[config.mk]
export PLATFORM = sky130hd
export DESIGN_NAME = newton_square_root_flat
export DESIGN_NICKNAME = d
export VERILOG_FILES = /design/src/nsr_pkg.sv /design/src/nsr_req_if.sv /design/src/nsr_rsp_if.sv /design/src/nsr_csr_if.sv /design/src/nsr_datapath.sv /design/src/nsr_ctrl.sv /design/src/newton_square_root.sv /design/src/flat_wrapper.sv
export SDC_FILE = /design/constraint.sdc
export NUM_CORES = 1
export LEC_CHECK = 0
export ABC_CLOCK_PERIOD_IN_PS = 4000
export BUFFER_PORTS_ARGS = -buffer_cell sky130_fd_sc_hd__buf_2
export CAP_MARGIN = 20
export CELL_PAD_IN_SITES_DETAIL_PLACEMENT = 1
export CELL_PAD_IN_SITES_GLOBAL_PLACEMENT = 1
export CORE_MARGIN = 5
export CORE_UTILIZATION = 44
export DETAILED_ROUTE_END_ITERATION = 10
export HOLD_SLACK_MARGIN = 0.15
export PLACE_DENSITY_LB_ADDON = 0.1
export SETUP_SLACK_MARGIN = 0.1
export SLEW_MARGIN = 10
export SYNTH_ARGS = -nofsm -noshare
export SYNTH_HDL_FRONTEND = slang
export SYNTH_SLANG_ARGS = --single-unit
[constraint.sdc]
create_clock -name clock -period 4 [get_ports clock]
set_clock_uncertainty 0.05 [all_clocks]
set_input_delay 0.8 -clock clock [delete_from_list [all_inputs] [get_ports clock]]
set_output_delay 0.8 -clock clock [all_outputs]
set_load 0.01 [all_outputs]
[src/nsr_pkg.sv]
`default_nettype none

package nsr_pkg;

   localparam int FRAC_BITS = 16;
   localparam int IN_W = 32;
   localparam int NUM_W = IN_W + FRAC_BITS;
   localparam int EST_W = 32;
   localparam int ROOT_W = 24;
   localparam int ROUND_W = 6;
   localparam int CNT_W = $clog2(NUM_W);

   localparam logic [ROUND_W-1:0] LIMIT_RESET = ROUND_W'(32);
   localparam logic [ROUND_W-1:0] LIMIT_MIN = ROUND_W'(1);
   localparam logic [ROOT_W-1:0] ROOT_MAX = {ROOT_W{1'b1}};
   localparam logic [EST_W-1:0] EST_UNIT = EST_W'(1);
   localparam logic [EST_W-1:0] EST_ONE = EST_UNIT << FRAC_BITS;

   typedef struct packed {
      logic load;
      logic div_start;
      logic div_step;
      logic update;
      logic out_load;
   } nsr_cmd_type;

   typedef struct packed {
      logic trivial;
      logic div_last;
      logic stop;
   } nsr_status_type;

endpackage

`default_nettype wire

[src/nsr_req_if.sv]
`default_nettype none

interface nsr_req_if import nsr_pkg::*; ();
   logic            valid;
   logic            ready;
   logic [IN_W-1:0] radicand;

   modport source (output valid, output radicand, input ready);
   modport sink (input valid, input radicand, output ready);
endinterface

`default_nettype wire

[src/nsr_rsp_if.sv]
`default_nettype none

interface nsr_rsp_if import nsr_pkg::*; ();
   logic               valid;
   logic               ready;
   logic [ROOT_W-1:0]  root;
   logic               negative_input;
   logic               hit_limit;
   logic [ROUND_W-1:0] rounds_used;

   modport source (output valid, output root, output negative_input, output hit_limit,
                   output rounds_used, input ready);
   modport sink (input valid, input root, input negative_input, input hit_limit,
                 input rounds_used, output ready);
endinterface

`default_nettype wire

[src/nsr_csr_if.sv]
`default_nettype none

interface nsr_csr_if import nsr_pkg::*; ();
   logic               valid;
   logic               ready;
   logic [ROUND_W-1:0] iteration_limit;

   modport source (output valid, output iteration_limit, input ready);
   modport sink (input valid, input iteration_limit, output ready);
endinterface

`default_nettype wire

[src/nsr_datapath.sv]
`default_nettype none

module nsr_datapath import nsr_pkg::*; (
   input  wire logic               clock,
   input  wire logic               reset,
   input  wire nsr_cmd_type        cmd,
   output nsr_status_type          status,
   input  wire logic [IN_W-1:0]    radicand,
   input  wire logic               cfg_write,
   input  wire logic [ROUND_W-1:0] cfg_limit,
   output logic [ROOT_W-1:0]       root,
   output logic                    negative_input,
   output logic                    hit_limit,
   output logic [ROUND_W-1:0]      rounds_used
);

   logic [ROUND_W-1:0] limit_ff;
   logic [CNT_W-1:0]   cnt_ff;
   logic [NUM_W-1:0]   num_ff;
   logic               neg_ff;
   logic [EST_W-1:0]   est_ff;
   logic [ROUND_W-1:0] rounds_ff;
   logic               hit_ff;
   logic [NUM_W-1:0]   quo_ff;
   logic [EST_W-1:0]   rem_ff;
   logic [ROOT_W-1:0]  root_ff;
   logic               neg_out_ff;
   logic               hit_out_ff;
   logic [ROUND_W-1:0] rounds_out_ff;

   logic [EST_W-1:0]   divisor;
   logic [EST_W:0]     partial;
   logic [EST_W:0]     trial;
   logic               trial_ok;
   logic [NUM_W-1:0]   quo_in;
   logic [EST_W-1:0]   rem_in;
   logic [NUM_W:0]     sum;
   logic [NUM_W-1:0]   next_est;
   logic [NUM_W-1:0]   est_wide;
   logic               converged;
   logic               rising;
   logic               limited;
   logic [ROUND_W-1:0] rounds_in;
   logic [ROUND_W-1:0] limit_eff;
   logic [ROOT_W-1:0]  root_sat;

   // restoring divide step, one quotient bit a cycle
   always_comb begin
      divisor = (est_ff == '0) ? EST_UNIT : est_ff;
      partial = {rem_ff, quo_ff[NUM_W-1]};
      trial = partial - {1'b0, divisor};
      trial_ok = !trial[EST_W];
      quo_in = {quo_ff[NUM_W-2:0], trial_ok};
      rem_in = trial_ok ? trial[EST_W-1:0] : partial[EST_W-1:0];
   end

   // round decision
   always_comb begin
      est_wide = NUM_W'(est_ff);
      sum = {1'b0, est_wide} + {1'b0, quo_ff};
      next_est = sum[NUM_W:1];
      converged = (next_est == est_wide);
      rising = (rounds_ff != '0) && (next_est > est_wide);
      rounds_in = rounds_ff + ROUND_W'(1);
      limit_eff = (limit_ff == '0) ? LIMIT_MIN : limit_ff;
      limited = (rounds_in >= limit_eff);
      root_sat = (est_ff > EST_W'(ROOT_MAX)) ? ROOT_MAX : est_ff[ROOT_W-1:0];
   end

   always_comb begin
      status.trivial = radicand[IN_W-1] || (radicand == '0);
      status.div_last = (cnt_ff == CNT_W'(NUM_W - 1));
      status.stop = converged || rising || limited;
   end

   always_ff @(posedge clock) begin
      if (reset) begin
         limit_ff <= LIMIT_RESET;
         cnt_ff <= '0;
      end else begin
         if (cfg_write) begin
            limit_ff <= cfg_limit;
         end
         if (cmd.div_start) begin
            cnt_ff <= '0;
         end else if (cmd.div_step) begin
            cnt_ff <= cnt_ff + CNT_W'(1);
         end
      end
   end

   always_ff @(posedge clock) begin
      if (cmd.load) begin
         num_ff <= {radicand, {FRAC_BITS{1'b0}}};
         neg_ff <= radicand[IN_W-1];
         est_ff <= status.trivial ? '0 : EST_ONE;
         rounds_ff <= '0;
         hit_ff <= 1'b0;
      end
      if (cmd.div_start) begin
         quo_ff <= num_ff;
         rem_ff <= '0;
      end else if (cmd.div_step) begin
         quo_ff <= quo_in;
         rem_ff <= rem_in;
      end
      if (cmd.update) begin
         rounds_ff <= rounds_in;
         if (!converged && !rising) begin
            est_ff <= next_est[EST_W-1:0];
         end
         hit_ff <= limited && !converged && !rising;
      end
      if (cmd.out_load) begin
         root_ff <= root_sat;
         neg_out_ff <= neg_ff;
         hit_out_ff <= hit_ff;
         rounds_out_ff <= rounds_ff;
      end
   end

   assign root = root_ff;
   assign negative_input = neg_out_ff;
   assign hit_limit = hit_out_ff;
   assign rounds_used = rounds_out_ff;

endmodule

`default_nettype wire

[src/nsr_ctrl.sv]
`default_nettype none

module nsr_ctrl import nsr_pkg::*; (
   input  wire logic           clock,
   input  wire logic           reset,
   input  wire logic           req_valid,
   output logic                req_ready,
   output logic                rsp_valid,
   input  wire logic           rsp_ready,
   output nsr_cmd_type         cmd,
   input  wire nsr_status_type status
);

   localparam logic [2:0] ST_IDLE   = 3'd0;
   localparam logic [2:0] ST_START  = 3'd1;
   localparam logic [2:0] ST_DIVIDE = 3'd2;
   localparam logic [2:0] ST_DECIDE = 3'd3;
   localparam logic [2:0] ST_FINISH = 3'd4;

   logic [2:0] state_ff;
   logic [2:0] state_in;
   logic       out_valid_ff;
   logic       out_valid_in;

   always_comb begin
      cmd = '0;
      state_in = state_ff;
      case (state_ff)
         ST_IDLE: begin
            if (req_valid) begin
               cmd.load = 1'b1;
               state_in = status.trivial ? ST_FINISH : ST_START;
            end
         end
         ST_START: begin
            cmd.div_start = 1'b1;
            state_in = ST_DIVIDE;
         end
         ST_DIVIDE: begin
            cmd.div_step = 1'b1;
            if (status.div_last) begin
               state_in = ST_DECIDE;
            end
         end
         ST_DECIDE: begin
            cmd.update = 1'b1;
            state_in = status.stop ? ST_FINISH : ST_START;
         end
         ST_FINISH: begin
            // wait for the output register to be free
            if (!out_valid_ff || rsp_ready) begin
               cmd.out_load = 1'b1;
               state_in = ST_IDLE;
            end
         end
         default: begin
            state_in = ST_IDLE;
         end
      endcase
   end

   always_comb begin
      if (cmd.out_load) begin
         out_valid_in = 1'b1;
      end else if (rsp_ready) begin
         out_valid_in = 1'b0;
      end else begin
         out_valid_in = out_valid_ff;
      end
   end

   always_ff @(posedge clock) begin
      if (reset) begin
         state_ff <= ST_IDLE;
         out_valid_ff <= 1'b0;
      end else begin
         state_ff <= state_in;
         out_valid_ff <= out_valid_in;
      end
   end

   assign req_ready = (state_ff == ST_IDLE);
   assign rsp_valid = out_valid_ff;

   assert property (@(posedge clock) disable iff (reset)
      (state_ff == ST_FINISH) && out_valid_ff && !rsp_ready |=> (state_ff == ST_FINISH))
      else $error("finished result dropped while output register busy");

   assert property (@(posedge clock) disable iff (reset)
      (state_ff == ST_DECIDE) && status.stop |=> (state_ff == ST_FINISH))
      else $error("stop decision did not end the rounds");

   assert property (@(posedge clock) disable iff (reset)
      $rose(out_valid_ff) |-> ($past(state_ff) == ST_FINISH))
      else $error("result presented without finishing an item");

   assert property (@(posedge clock) disable iff (reset)
      (state_ff == ST_DIVIDE) && !status.div_last |=> (state_ff == ST_DIVIDE))
      else $error("division left before its last step");

endmodule

`default_nettype wire

[src/newton_square_root.sv]
`default_nettype none

// Newton square root of a signed Q16.16 number, result in unsigned Q8.16.
// req_bus: valid/ready channel carrying radicand; a transfer starts one item.
// rsp_bus: valid/ready channel carrying root, negative_input, hit_limit and
//    rounds_used; one transfer per item, in order.
// csr_bus: valid/ready write of iteration_limit, always ready; write only
//    while no item is in flight.
// Sequence: a negative or zero radicand skips the rounds and goes from the
//    req transfer straight to the finish state. Otherwise each round is one
//    serial restoring divide of 48 bits (one quotient bit a cycle) plus a
//    start and an update state. Rounds are at most iteration_limit (1 if 0).
// Throughput: one item at a time; req ready is high only while idle. A
//    finished result sits in an output register, so the next item is taken
//    while the previous result waits.
// Receiver stall: the result holds on rsp_bus; if the next item finishes
//    first, it waits until the output register is free.
// Reset: synchronous, active high; clears the flow control and sets
//    iteration_limit to 32.
module newton_square_root import nsr_pkg::*; (
   input  wire logic  clock,
   input  wire logic  reset,
   nsr_req_if.sink    req_bus,
   nsr_rsp_if.source  rsp_bus,
   nsr_csr_if.sink    csr_bus
);

   nsr_cmd_type    cmd;
   nsr_status_type status;

   nsr_ctrl u_ctrl (
      .clock     (clock),
      .reset     (reset),
      .req_valid (req_bus.valid),
      .req_ready (req_bus.ready),
      .rsp_valid (rsp_bus.valid),
      .rsp_ready (rsp_bus.ready),
      .cmd       (cmd),
      .status    (status)
   );

   nsr_datapath u_datapath (
      .clock          (clock),
      .reset          (reset),
      .cmd            (cmd),
      .status         (status),
      .radicand       (req_bus.radicand),
      .cfg_write      (csr_bus.valid),
      .cfg_limit      (csr_bus.iteration_limit),
      .root           (rsp_bus.root),
      .negative_input (rsp_bus.negative_input),
      .hit_limit      (rsp_bus.hit_limit),
      .rounds_used    (rsp_bus.rounds_used)
   );

   assign csr_bus.ready = 1'b1;

endmodule

`default_nettype wire

[src/flat_wrapper.sv]
// flat-port wrapper written by rule: the top's interface ports become plain ports
module newton_square_root_flat import nsr_pkg::*;
  (clock, reset, req_bus_valid, req_bus_radicand, req_bus_ready, rsp_bus_valid, rsp_bus_root, rsp_bus_negative_input, rsp_bus_hit_limit, rsp_bus_rounds_used, rsp_bus_ready, csr_bus_valid, csr_bus_iteration_limit, csr_bus_ready);
  nsr_req_if req_bus_i ();
  nsr_rsp_if rsp_bus_i ();
  nsr_csr_if csr_bus_i ();
  input  wire logic clock;
  input  wire logic reset;
  input wire logic [$bits(req_bus_i.valid)-1:0] req_bus_valid;
  input wire logic [$bits(req_bus_i.radicand)-1:0] req_bus_radicand;
  output wire logic [$bits(req_bus_i.ready)-1:0] req_bus_ready;
  output wire logic [$bits(rsp_bus_i.valid)-1:0] rsp_bus_valid;
  output wire logic [$bits(rsp_bus_i.root)-1:0] rsp_bus_root;
  output wire logic [$bits(rsp_bus_i.negative_input)-1:0] rsp_bus_negative_input;
  output wire logic [$bits(rsp_bus_i.hit_limit)-1:0] rsp_bus_hit_limit;
  output wire logic [$bits(rsp_bus_i.rounds_used)-1:0] rsp_bus_rounds_used;
  input wire logic [$bits(rsp_bus_i.ready)-1:0] rsp_bus_ready;
  input wire logic [$bits(csr_bus_i.valid)-1:0] csr_bus_valid;
  input wire logic [$bits(csr_bus_i.iteration_limit)-1:0] csr_bus_iteration_limit;
  output wire logic [$bits(csr_bus_i.ready)-1:0] csr_bus_ready;
  assign req_bus_i.valid = req_bus_valid;
  assign req_bus_i.radicand = req_bus_radicand;
  assign req_bus_ready = req_bus_i.ready;
  assign rsp_bus_valid = rsp_bus_i.valid;
  assign rsp_bus_root = rsp_bus_i.root;
  assign rsp_bus_negative_input = rsp_bus_i.negative_input;
  assign rsp_bus_hit_limit = rsp_bus_i.hit_limit;
  assign rsp_bus_rounds_used = rsp_bus_i.rounds_used;
  assign rsp_bus_i.ready = rsp_bus_ready;
  assign csr_bus_i.valid = csr_bus_valid;
  assign csr_bus_i.iteration_limit = csr_bus_iteration_limit;
  assign csr_bus_ready = csr_bus_i.ready;
  newton_square_root u_core (.clock(clock), .reset(reset), .req_bus(req_bus_i), .rsp_bus(rsp_bus_i), .csr_bus(csr_bus_i));
endmodule
Word level (Yosys, flattened, before mapping)
Cells that the tools add are included.
{ "word_totals": {"out_inout_bits": 35, "inputBits": 43, "register_bits": 200, "wordCells": 82} }
{ "op_classes": {"n_reduce_logical": 22, "add_sub_neg": 4, "mux": 28, "n_eq_ne": 9, "n_lt_le_gt_ge": 3} }
{ "op_table": {"columns": ["cell", "n"], "rows": [
  ["32-bit 2-to-1 mux", 5],
  ["48-bit 2-to-1 mux", 2],
  ["32-bit zero test", 2],
  ["32-bit by 48-bit adder with 49-bit output", 1],
  ["48-bit by 32-bit equality test with 1-bit output", 1],
  ["48-bit by 32-bit > comparator with 1-bit output", 1],
  ["33-bit by 32-bit subtractor with 33-bit output", 1],
  ["32-bit by 24-bit > comparator with 1-bit output (second input constant)", 1],
  ["6-bit 2-to-1 mux", 3],
  ["17-bit 2-to-1 mux", 1],
  ["3-bit 2-to-1 mux", 5],
  ["3-bit case mux with 5 select lines", 1],
  ["6-bit by 1-bit adder with 6-bit output (second input constant)", 2],
  ["1-bit 2-to-1 mux", 11],
  ["3-bit by 2-bit equality test with 1-bit output (second input constant)", 2],
  ["6-bit equality test (second input constant)", 1],
  ["6-bit greater-or-equal comparator", 1],
  ["6-bit zero test", 1],
  ["2-bit nonzero test", 3],
  ["6-bit nonzero test", 1],
  ["1-bit logical AND", 4],
  ["1-bit zero test", 4],
  ["1-bit logical OR", 4],
  ["2-bit inequality test (second input constant)", 2],
  ["other kinds (6)", 6]
]} }

Longest topological paths before layout
Gate-level depths: netlist of the first run.
{ "depth": {"ltp_word": 7, "mapped_depth": 22, "depth_no_buf": 21} }

Hierarchy
Synthesis of the first run repeated with hierarchy kept, for this count alone.
{ "unflattened": {"hier_cells": 1359, "hier_area_um2": 13202.7} }
{ "by_module_without_submodules": {"columns": ["mod", "area_each_um2", "seq_area_each_um2", "cells_each", "instances"], "rows": [
  ["nsr_datapath", 12958.7, 5094.9, 1330, 1],
  ["nsr_ctrl", 232.7, 80.1, 27, 1],
  ["newton_square_root", 11.3, 0.0, 2, 1]
]} }

Least setup slack after synthesis of the first run
No wires, ideal clock.
{ "synth_timing": {"path_kind": "reg2reg", "startpoint": "reg u_core.u_datapath.quo_ff[12]", "endpoint": "reg u_core.u_datapath.est_ff[10]", "path_slack_ns": -0.233, "stages_incl_launch_ff": 22, "setup_time_ns": 0.121, "arrival_time_ns": 4.062, "cell_sequence": "edfxtp_1 > ha_1 > buf_2 > nand2_1 > nor3_1 > nand4_1 > o22ai_2 > a41oi_2 > o21ai_0 > xor2_1 > ha_1 > a21o_1 > a211oi_1 > o21ai_0 > o211ai_1 > o211ai_1 > a21oi_1 > nand3_1 > o21ai_2 > nand4_4 > buf_6 > mux2_4"} }
{ "synth_between": {"elab_chain_cells": 7, "word_cells_on_any_way": 9, "classes_between": "1 x add/sub; 1 x order compare; 1 x eq/ne; 2 x mux; 4 x reduce/logical"} }
{ "synth_lines": {"columns": ["element", "line", "text"], "rows": [
  ["start, declared", "nsr_datapath.sv:24", "logic [NUM_W-1:0] quo_ff;"],
  ["start signal, assigned", "nsr_datapath.sv:101", "quo_ff <= num_ff;"],
  ["start signal, assigned", "nsr_datapath.sv:104", "quo_ff <= quo_in;"],
  ["32-bit by 48-bit adder with 49-bit output *", "nsr_datapath.sv:60", "sum = {1'b0, est_wide} + {1'b0, quo_ff};"],
  ["48-bit by 32-bit > comparator with 1-bit output", "nsr_datapath.sv:63", "rising = (rounds_ff != '0) && (next_est > est_wide);"],
  ["1-bit logical AND", "nsr_datapath.sv:63", null],
  ["1-bit zero test", "nsr_datapath.sv:109", "if (!converged && !rising) begin"],
  ["1-bit logical AND *", "nsr_datapath.sv:109", null],
  ["32-bit 2-to-1 mux *", "nsr_datapath.sv:109", null],
  ["32-bit 2-to-1 mux *", "nsr_datapath.sv:107", "if (cmd.update) begin"],
  ["end signal, assigned", "nsr_datapath.sv:96", "est_ff <= status.trivial ? '0 : EST_ONE;"],
  ["end signal, assigned", "nsr_datapath.sv:110", "est_ff <= next_est[EST_W-1:0];"],
  ["end, declared", "nsr_datapath.sv:21", "logic [EST_W-1:0] est_ff;"]
]} }
Mark *: on every way between the ends. The rest lies on a longest branch, timed or not.
A chain may end at the register's enable or synchronous reset.

Final worst setup path of the first run
{ "layout_timing": {"startpoint": "reg u_core.u_datapath.quo_ff[2]", "endpoint": "reg u_core.u_datapath.est_ff[17]"} }
{ "layout_between": {"elab_chain_cells": 7, "word_cells_on_any_way": 9, "classes_between": "1 x add/sub; 1 x order compare; 1 x eq/ne; 2 x mux; 4 x reduce/logical"} }
{ "layout_lines": {"columns": ["element", "line"], "rows": [
  ["32-bit by 48-bit adder with 49-bit output *", "nsr_datapath.sv:60"],
  ["48-bit by 32-bit > comparator with 1-bit output", "nsr_datapath.sv:63"],
  ["1-bit logical AND", "nsr_datapath.sv:63"],
  ["1-bit zero test", "nsr_datapath.sv:109"],
  ["1-bit logical AND", "nsr_datapath.sv:109"],
  ["32-bit 2-to-1 mux *", "nsr_datapath.sv:109"],
  ["32-bit 2-to-1 mux *", "nsr_datapath.sv:107"]
]} }
Marks and branches as above.

==> run_results.csv, run 1 <==
group,metric,value,unit
worst_setup_path,crit_cells,21,
route,routed.top_layer,"met4",
sta,final.setup.worst_slack,-750.5,ps
power,combPwrFrac,55.6,%
finish,fin_area,16760,um2
sta,tightest_slew,731.2,ps
clock_tree,ctsRootBufferMaster,"clkbuf_16",
worst_setup_path,cp_max_fo,8,
finish,final_cells,2045,
worst_setup_path,end_kind,"flop",
synthesis,synth_largest_area_cell,"edfxtp_1",
finish,area_growth,32.04,%
worst_setup_path,path_class,"flop to flop",
hold_path,min_path_type,"flop to flop",
power,p_per_area,601.6,nW/um2
synthesis,netlist.area_leader.share,28.15,%
die,ioPinCount,78,
power,power.total,10.08,mW
power,switchingPower,4.049,mW
clock_tree,path_clk_slew,90,ps
finish,diodes,0,
worst_setup_path,rrSetupSlack,-750,ps
power,p_int,6.034,mW
sta,setup_tns,-31960,ps
synthesis,synthTopCellsByCount,"edfxtp_1 (119), nand2_1 (117), a21oi_1 (111), nor2_1 (105), ha_1 (104)",
die,std_cell_rows,62,
worst_setup_path,start_kind,"flop",
placed_design,place_area,15120,um2
worst_setup_path,startpoint,"u_core.u_datapath.quo_ff[2]",
die,die-area,32340,um2
route,drt-total-wl,43780,um
synthesis,synth.avg_cell_area,9.458,um2
worst_setup_path,crit_slowest_cell,"edfxtp_1",
worst_setup_path,r2r_start,"u_core.u_datapath.quo_ff[2]",
die,die_h,179.8,um
global_route,grt_max_degree,55,
worst_setup_path,cpPeakStageDelay,450,ps
clock_tree,cts_buffer_depth,2,
clock_tree,htreeDepth,4,
synthesis,synth_edf_count,119,
synthesis,synthArstFlopShare,0,%
die,die_w,179.8,um
route,dr.first_iter.drc_count,722,
clock_tree,clkLatencyLatePin,460,ps
worst_setup_path,crit_required,4290,ps
worst_setup_path,cp_top_family,"compound AO/OA/AOI/OAI gates",
route,drt-wirelength-per-cell,21.41,um
synthesis,yosysMostFrequentCell,"edfxtp_1",
sta,hold_viol,0,
worst_setup_path,r2r_cells,21,
worst_setup_path,timing.rr.end,"u_core.u_datapath.est_ff[17]",
route,wl_met3,1621,um
finish,drive_above_1_share,32.45,%
sta,max_freq,210.5,MHz
finish,final_core_util,58.55,%
global_route,overflow,0,
sta,post-route-min-period,4751,ps
power,peakVddDrop,0.6086,mV
finish,n_fill_cell,3206,
die,core-area,28630,um2
die,start_util,44.34,%
synthesis,yosysSeqAreaShare,40.77,%
sta,slew_headroom,51.18,%
placed_design,gp_congestion,0.8940,
finish,nets,1797,
route,viasPerCell,5.656,
route,ant_nets,0,
outcome,status,"finished, violations left",
sta,slew_viol_final,0,
route,met2_length,22290,um
power,seqPwrFrac,26.0,%
flow_run,drv_cap,0,
placed_design,dp.cells,1973,
worst_setup_path,endpoint,"u_core.u_datapath.est_ff[17]",
route,num_vias,11570,
placed_design,port_buffers,76,
sta,rsz0062_at_grt,"yes",
sta,timing.hold.ws,384.8,ps
worst_setup_path,cpMostUsedCell,"a21o_1",
sta,setup_viol,68,
sta,final.period_utilization,118.8,%
global_route,grt_pass1_wl,66890,um
synthesis,synth_ff_type,"edfxtp_1",
finish,seqCellArea,5185,um2
placed_design,dp_hpwl,30810,um
clock_tree,cts_buffers,17,
worst_setup_path,cp_cell_sequence,"ha_4, nand4_1, a21oi_2, buf_4, nor2_1, o21ai_0, a21o_1, a21oi_2, o21ai_1, xnor2_1, ha_1, a21o_1, a21o_1, a211oi_2, o31ai_2, a21oi_1, nand3_1, o21ai_2, nand4_4, clkbuf_16, mux2_4",
route,first_pass_iters,7,
clock_tree,hold_buffers,0,
global_route,antenna_found_initial,0,
synthesis,yosys-top-cells-area,"edfxtp_1 (28%), dfxtp_1 (13%), ha_1 (10%), a21oi_1 (4.4%), nand2_1 (3.5%)",
global_route,grt_use_total,25.54,%
synthesis,synth_warnings,0,
synthesis,synth_nets,1491,
synthesis,ys_types,73,
power,pwr-share-clk,18.4,%
clock_tree,cts.sinks,199,
synthesis,syn-cell-area,12690,um2
power,p_leak,7.220,nW
power,switching_share,40.16,%
placed_design,dpl_worst_slack,-784.4,ps
synthesis,synth.ff_latch_count,199,
synthesis,synthCells,1342,
worst_setup_path,crit_buf_inv,2,
outcome,failed_checks,"negative setup slack",
finish,multi_input_area,7528,um2
route,route.detailed.drc,0,
route,met1_length,18840,um
global_route,grt_pass1_vias,12100,
clock_tree,cts_tree,"built",
worst_setup_path,cp.arrival,5040,ps
[power groups by stage]
stage / Combinational [mW] / Clock (mW) / Sequential [mW]
after floorplan: 2.78 / 0 / 2.58
after global placement: 3.86 / 0 / 2.64
after detailed placement: 4.00 / 0 / 2.65
after CTS: 4.64 / 1.89 / 2.61
after global routing: 6.00 / 1.99 / 2.65
final: 5.61 / 1.85 / 2.62
[cell families after synthesis]
logic type      count (synthesis)  share of synthesized area [%]
fa+ha+maj                     106                          10.57
simple gates                  428                          16.28
mux                            81                          7.788
xor+xnor                       64                          4.416
other cells                     1                        0.02955
compound gates                317                          15.46
flops                         199                          40.77
buf+inv                       146                          4.692
[worst min path at each step]
stage | start | endpoint | slack [ps] | cells past startpoint
after floorplan | u_core.u_datapath.hit_ff | u_core.u_datapath.hit_limit | 350 | 0
after global placement | u_core.u_datapath.hit_ff | u_core.u_datapath.hit_limit | 360 | 0
after detailed placement | u_core.u_datapath.hit_ff | u_core.u_datapath.hit_limit | 370 | 0
after CTS | u_core.u_datapath.hit_ff | u_core.u_datapath.hit_limit | 390 | 0
after global routing | u_core.u_datapath.hit_ff | u_core.u_datapath.hit_limit | 410 | 0
final | u_core.u_datapath.hit_ff | u_core.u_datapath.hit_limit | 380 | 0
[state kept, by name, indices dropped and copies added, names as in the netlist]
register,count
u_core.u_datapath.root,24
u_core.u_datapath.est_ff,32
u_core.u_datapath.num_ff,31
u_core.u_datapath.rem_ff,32
u_core.u_datapath.cnt_ff,6
u_core.u_datapath.hit_limit,1
u_core.u_datapath.neg_ff,1
u_core.u_datapath.rounds_ff,6
u_core.u_ctrl.rsp_valid,1
u_core.u_datapath.quo_ff,48
u_core.u_datapath.limit_ff,6
u_core.u_ctrl.state_ff,3
u_core.u_datapath.rounds_used,6
u_core.u_datapath.negative_input,1
u_core.u_datapath.hit_ff,1
[area by class of cell]
| type | count | area share, % |
|---|---|---|
| inverters | 91 | 2.038 |
| multi-input cells | 997 | 44.92 |
| clock inverters | 15 | 1.232 |
| clock buffers | 17 | 2.538 |
| flip-flops and latches | 199 | 30.94 |
| repair buffers | 342 | 15.46 |
| well taps | 384 | 2.867 |
[metal layers]
layer  track usage [%]  vias up
met4             7.467        0
met1             32.53     5758
met3             3.436       58
met2             45.32      272
met5                 0        -
li1                  -     5479
[cells in the final DEF (no fill, tap or decap), types with 31 or more instances in the layout]
| master | n |
|---|---|
| nand4_1 | 35 |
| nand2_1 | 113 |
| inv_1 | 87 |
| buf_4 | 244 |
| nand3_1 | 45 |
| xnor2_1 | 32 |
| nor2_1 | 100 |
| ha_1 | 87 |
| a21o_1 | 37 |
| buf_2 | 76 |
| a21oi_1 | 98 |
| dfxtp_1 | 76 |
| edfxtp_1 | 119 |
| o21ai_1 | 33 |
| mux2_4 | 31 |
| o21ai_0 | 44 |
[repair_timing]
item | in CTS | in global routing
setup endpoints to repair | 68 | 68
pin swaps | 12 | 23
resized for setup | 60 | 78
gates cloned | 2 | 4
setup buffers | 13 | 21
hold endpoints to repair | 0 | 0
Note: power is estimated with default switching activity, not from simulation.
==> run 2: changes to the inputs <==
--- a/config.mk
+++ b/config.mk
@@ -8,7 +8,7 @@
 export ABC_CLOCK_PERIOD_IN_PS = 4000
 export BUFFER_PORTS_ARGS = -buffer_cell sky130_fd_sc_hd__buf_2
 export CAP_MARGIN = 20
-export CELL_PAD_IN_SITES_DETAIL_PLACEMENT = 1
+export CELL_PAD_IN_SITES_DETAIL_PLACEMENT = 0
 export CELL_PAD_IN_SITES_GLOBAL_PLACEMENT = 1
 export CORE_MARGIN = 5
 export CORE_UTILIZATION = 44
@@ -16,7 +16,7 @@
 export HOLD_SLACK_MARGIN = 0.15
 export PLACE_DENSITY_LB_ADDON = 0.1
 export SETUP_SLACK_MARGIN = 0.1
-export SLEW_MARGIN = 10
+export SLEW_MARGIN = 20
 export SYNTH_ARGS = -nofsm -noshare
 export SYNTH_HDL_FRONTEND = slang
 export SYNTH_SLANG_ARGS = --single-unit
==> run_results.csv, run 2 (same netlist as run 1, synthesis figures left out) <==
group,metric,value,unit
outcome,status,"finished, violations left",
outcome,failed_checks,"negative setup slack",
sta,setup_viol,66,
sta,post-route-min-period,4465,ps
finish,layout_commonest_cell,"buf_4",
sta,hold_viol,0,
worst_setup_path,crit_required,4290,ps
sta,final.period_utilization,111.6,%
route,dr.first_iter.drc_count,801,
worst_setup_path,cp_top_family,"compound AO/OA/AOI/OAI gates",
route,drt-total-wl,36870,um
global_route,overflow,0,
clock_tree,cts_buffers,17,
clock_tree,path_clk_slew,80,ps
route,first_pass_iters,5,
placed_design,gp_congestion,0.8940,
worst_setup_path,start_kind,"flop",
finish,nets,1817,
route,ant_nets,0,
sta,tightest_slew,693.6,ps
clock_tree,ctsRootBufferMaster,"clkbuf_16",
power,switchingPower,4.602,mW
hold_path,min_path_type,"flop to flop",
clock_tree,htreeDepth,4,
finish,multi_input_area,7764,um2
die,start_util,44.34,%
clock_tree,cts.sinks,199,
worst_setup_path,cp.arrival,4750,ps
worst_setup_path,cp_cell_sequence,"ha_4, nor2b_4, o31a_1, a21o_1, a21oi_4, o21ai_2, a21oi_2, xnor2_2, ha_1, a21o_1, a21o_1, a211oi_2, o21ai_1, o211ai_1, o211ai_1, a21oi_1, nand3_1, o21ai_2, nand4_4, buf_12, mux2_4",
finish,final_cells,2065,
worst_setup_path,cpPeakStageDelay,420,ps
die,ioPinCount,78,
worst_setup_path,crit_buf_inv,1,
sta,slew_viol_final,0,
sta,slew_headroom,53.69,%
die,core-area,28630,um2
global_route,grt_pass1_vias,10970,
global_route,grt_max_degree,55,
power,p_per_area,673.0,nW/um2
finish,seqCellArea,5191,um2
placed_design,port_buffers,76,
clock_tree,cts_buffer_depth,2,
placed_design,dp_hpwl,26730,um
power,peakVddDrop,0.6396,mV
power,pwr-share-clk,16.1,%
finish,largest_reg_flops,48,
route,drt-wirelength-per-cell,17.86,um
power,switching_share,39.60,%
power,seqPwrFrac,22.6,%
finish,reg_top3,"u_core.u_datapath.quo_ff x48, u_core.u_datapath.est_ff x32, u_core.u_datapath.rem_ff x32",
power,p_leak,7.391,nW
global_route,grt_pass1_wl,59060,um
finish,fin_area,17270,um2
die,die-area,32340,um2
clock_tree,cts_tree,"built",
finish,drive_above_1_share,35.75,%
worst_setup_path,cpMostUsedCell,"a21o_1",
worst_setup_path,end_kind,"flop",
power,combPwrFrac,61.3,%
worst_setup_path,cp_max_fo,16,
sta,final.setup.worst_slack,-464.7,ps
finish,final_cell_mix,"buf_4 (251), edfxtp_1 (119), nand2_1 (111)",
finish,area_growth,36.05,%
finish,diodes,0,
worst_setup_path,path_class,"flop to flop",
finish,largest_register,"u_core.u_datapath.quo_ff",
die,die_w,179.8,um
power,p_int,7.019,mW
sta,max_freq,224.0,MHz
placed_design,place_area,15120,um2
finish,n_fill_cell,2402,
route,num_vias,11130,
clock_tree,clkLatencyLatePin,460,ps
die,die_h,179.8,um
worst_setup_path,crit_slowest_cell,"edfxtp_1",
global_route,grt_use_total,22.72,%
flow_run,drv_cap,0,
placed_design,dp.cells,1973,
sta,rsz0062_at_grt,"yes",
route,route.detailed.drc,0,
route,viasPerCell,5.388,
die,std_cell_rows,62,
global_route,antenna_found_initial,0,
==> run 2: cell count changes in the layout (fill, tap and decap cells not counted), moves of 5 or more <==
cell     change
a21oi_1     -17
a21oi_2     +16
buf_16       +5
buf_4        +7
buf_6        +8
dfxtp_1      -5
dfxtp_2      +5
nor2_1      -15
nor2_4      +14
==> run 2: worst paths after layout <==
kind                                from                           to  slack (ps)  depth (start not counted)
max          u_core.u_datapath.quo_ff[2]  u_core.u_datapath.est_ff[6]        -460                         21
min             u_core.u_datapath.hit_ff  u_core.u_datapath.hit_limit         390                          0
max reg2reg  u_core.u_datapath.quo_ff[2]  u_core.u_datapath.est_ff[6]        -460                         21
min reg2reg     u_core.u_datapath.hit_ff  u_core.u_datapath.hit_limit         390                          0
==> run 2: layout make-up <==
| class | count | area share, % |
|---|---|---|
| Timing Repair Buffer | 362 | 16.43 |
| Sequential cell | 199 | 30.06 |
| Clock inverter | 15 | 1.326 |
| Inverter | 91 | 1.978 |
| Clock buffer | 17 | 2.464 |
| Tap cell | 384 | 2.782 |
| Multi-Input combinational cell | 997 | 44.96 |
==> run 2: metal layers <==
metal	up-vias	global-route usage [%]	part of all wire, %
met3	35	3.476	4.3
li1	5540	-	-
met5	-	0	0
met1	5294	30.72	46
met4	0	6.004	1.8
met2	257	38.22	48
==> run 2: metrics by stage <==
stage	util [%]	power [mW]	setup TNS (ps)	hold slack [ps]	setup WS, ps
final	60.32	11.62	-18780	386.6	-464.7
after global routing	60.32	12.25	-35520	395.1	-709.6
after CTS	59.38	11.26	-19580	391.8	-477.7
after detailed placement	52.81	6.532	-30900	355.9	-645.4
after global placement	52.81	6.498	-27570	356.2	-552.1
after floorplan	-	5.357	-3952	350.3	-142.0
==> run 2: power groups by stage <==
| stage | logic, mW | registers (mW) | clock network [mW] |
|---|---|---|---|
| after floorplan | 2.78 | 2.58 | 0 |
| after global placement | 3.86 | 2.64 | 0 |
| after detailed placement | 3.89 | 2.64 | 0 |
| after CTS | 6.73 | 2.61 | 1.91 |
| after global routing | 7.60 | 2.65 | 2.00 |
| final | 7.13 | 2.62 | 1.87 |
==> run 2: repair_timing <==
| item | CTS | global route |
|---|---|---|
| cloned | 8 | 0 |
| gates resized for setup | 182 | 50 |
| setup endpoints to repair | 68 | 68 |
| buffers inserted | 46 | 12 |
| pin swaps | 45 | 32 |
| hold buffers | 0 | 0 |
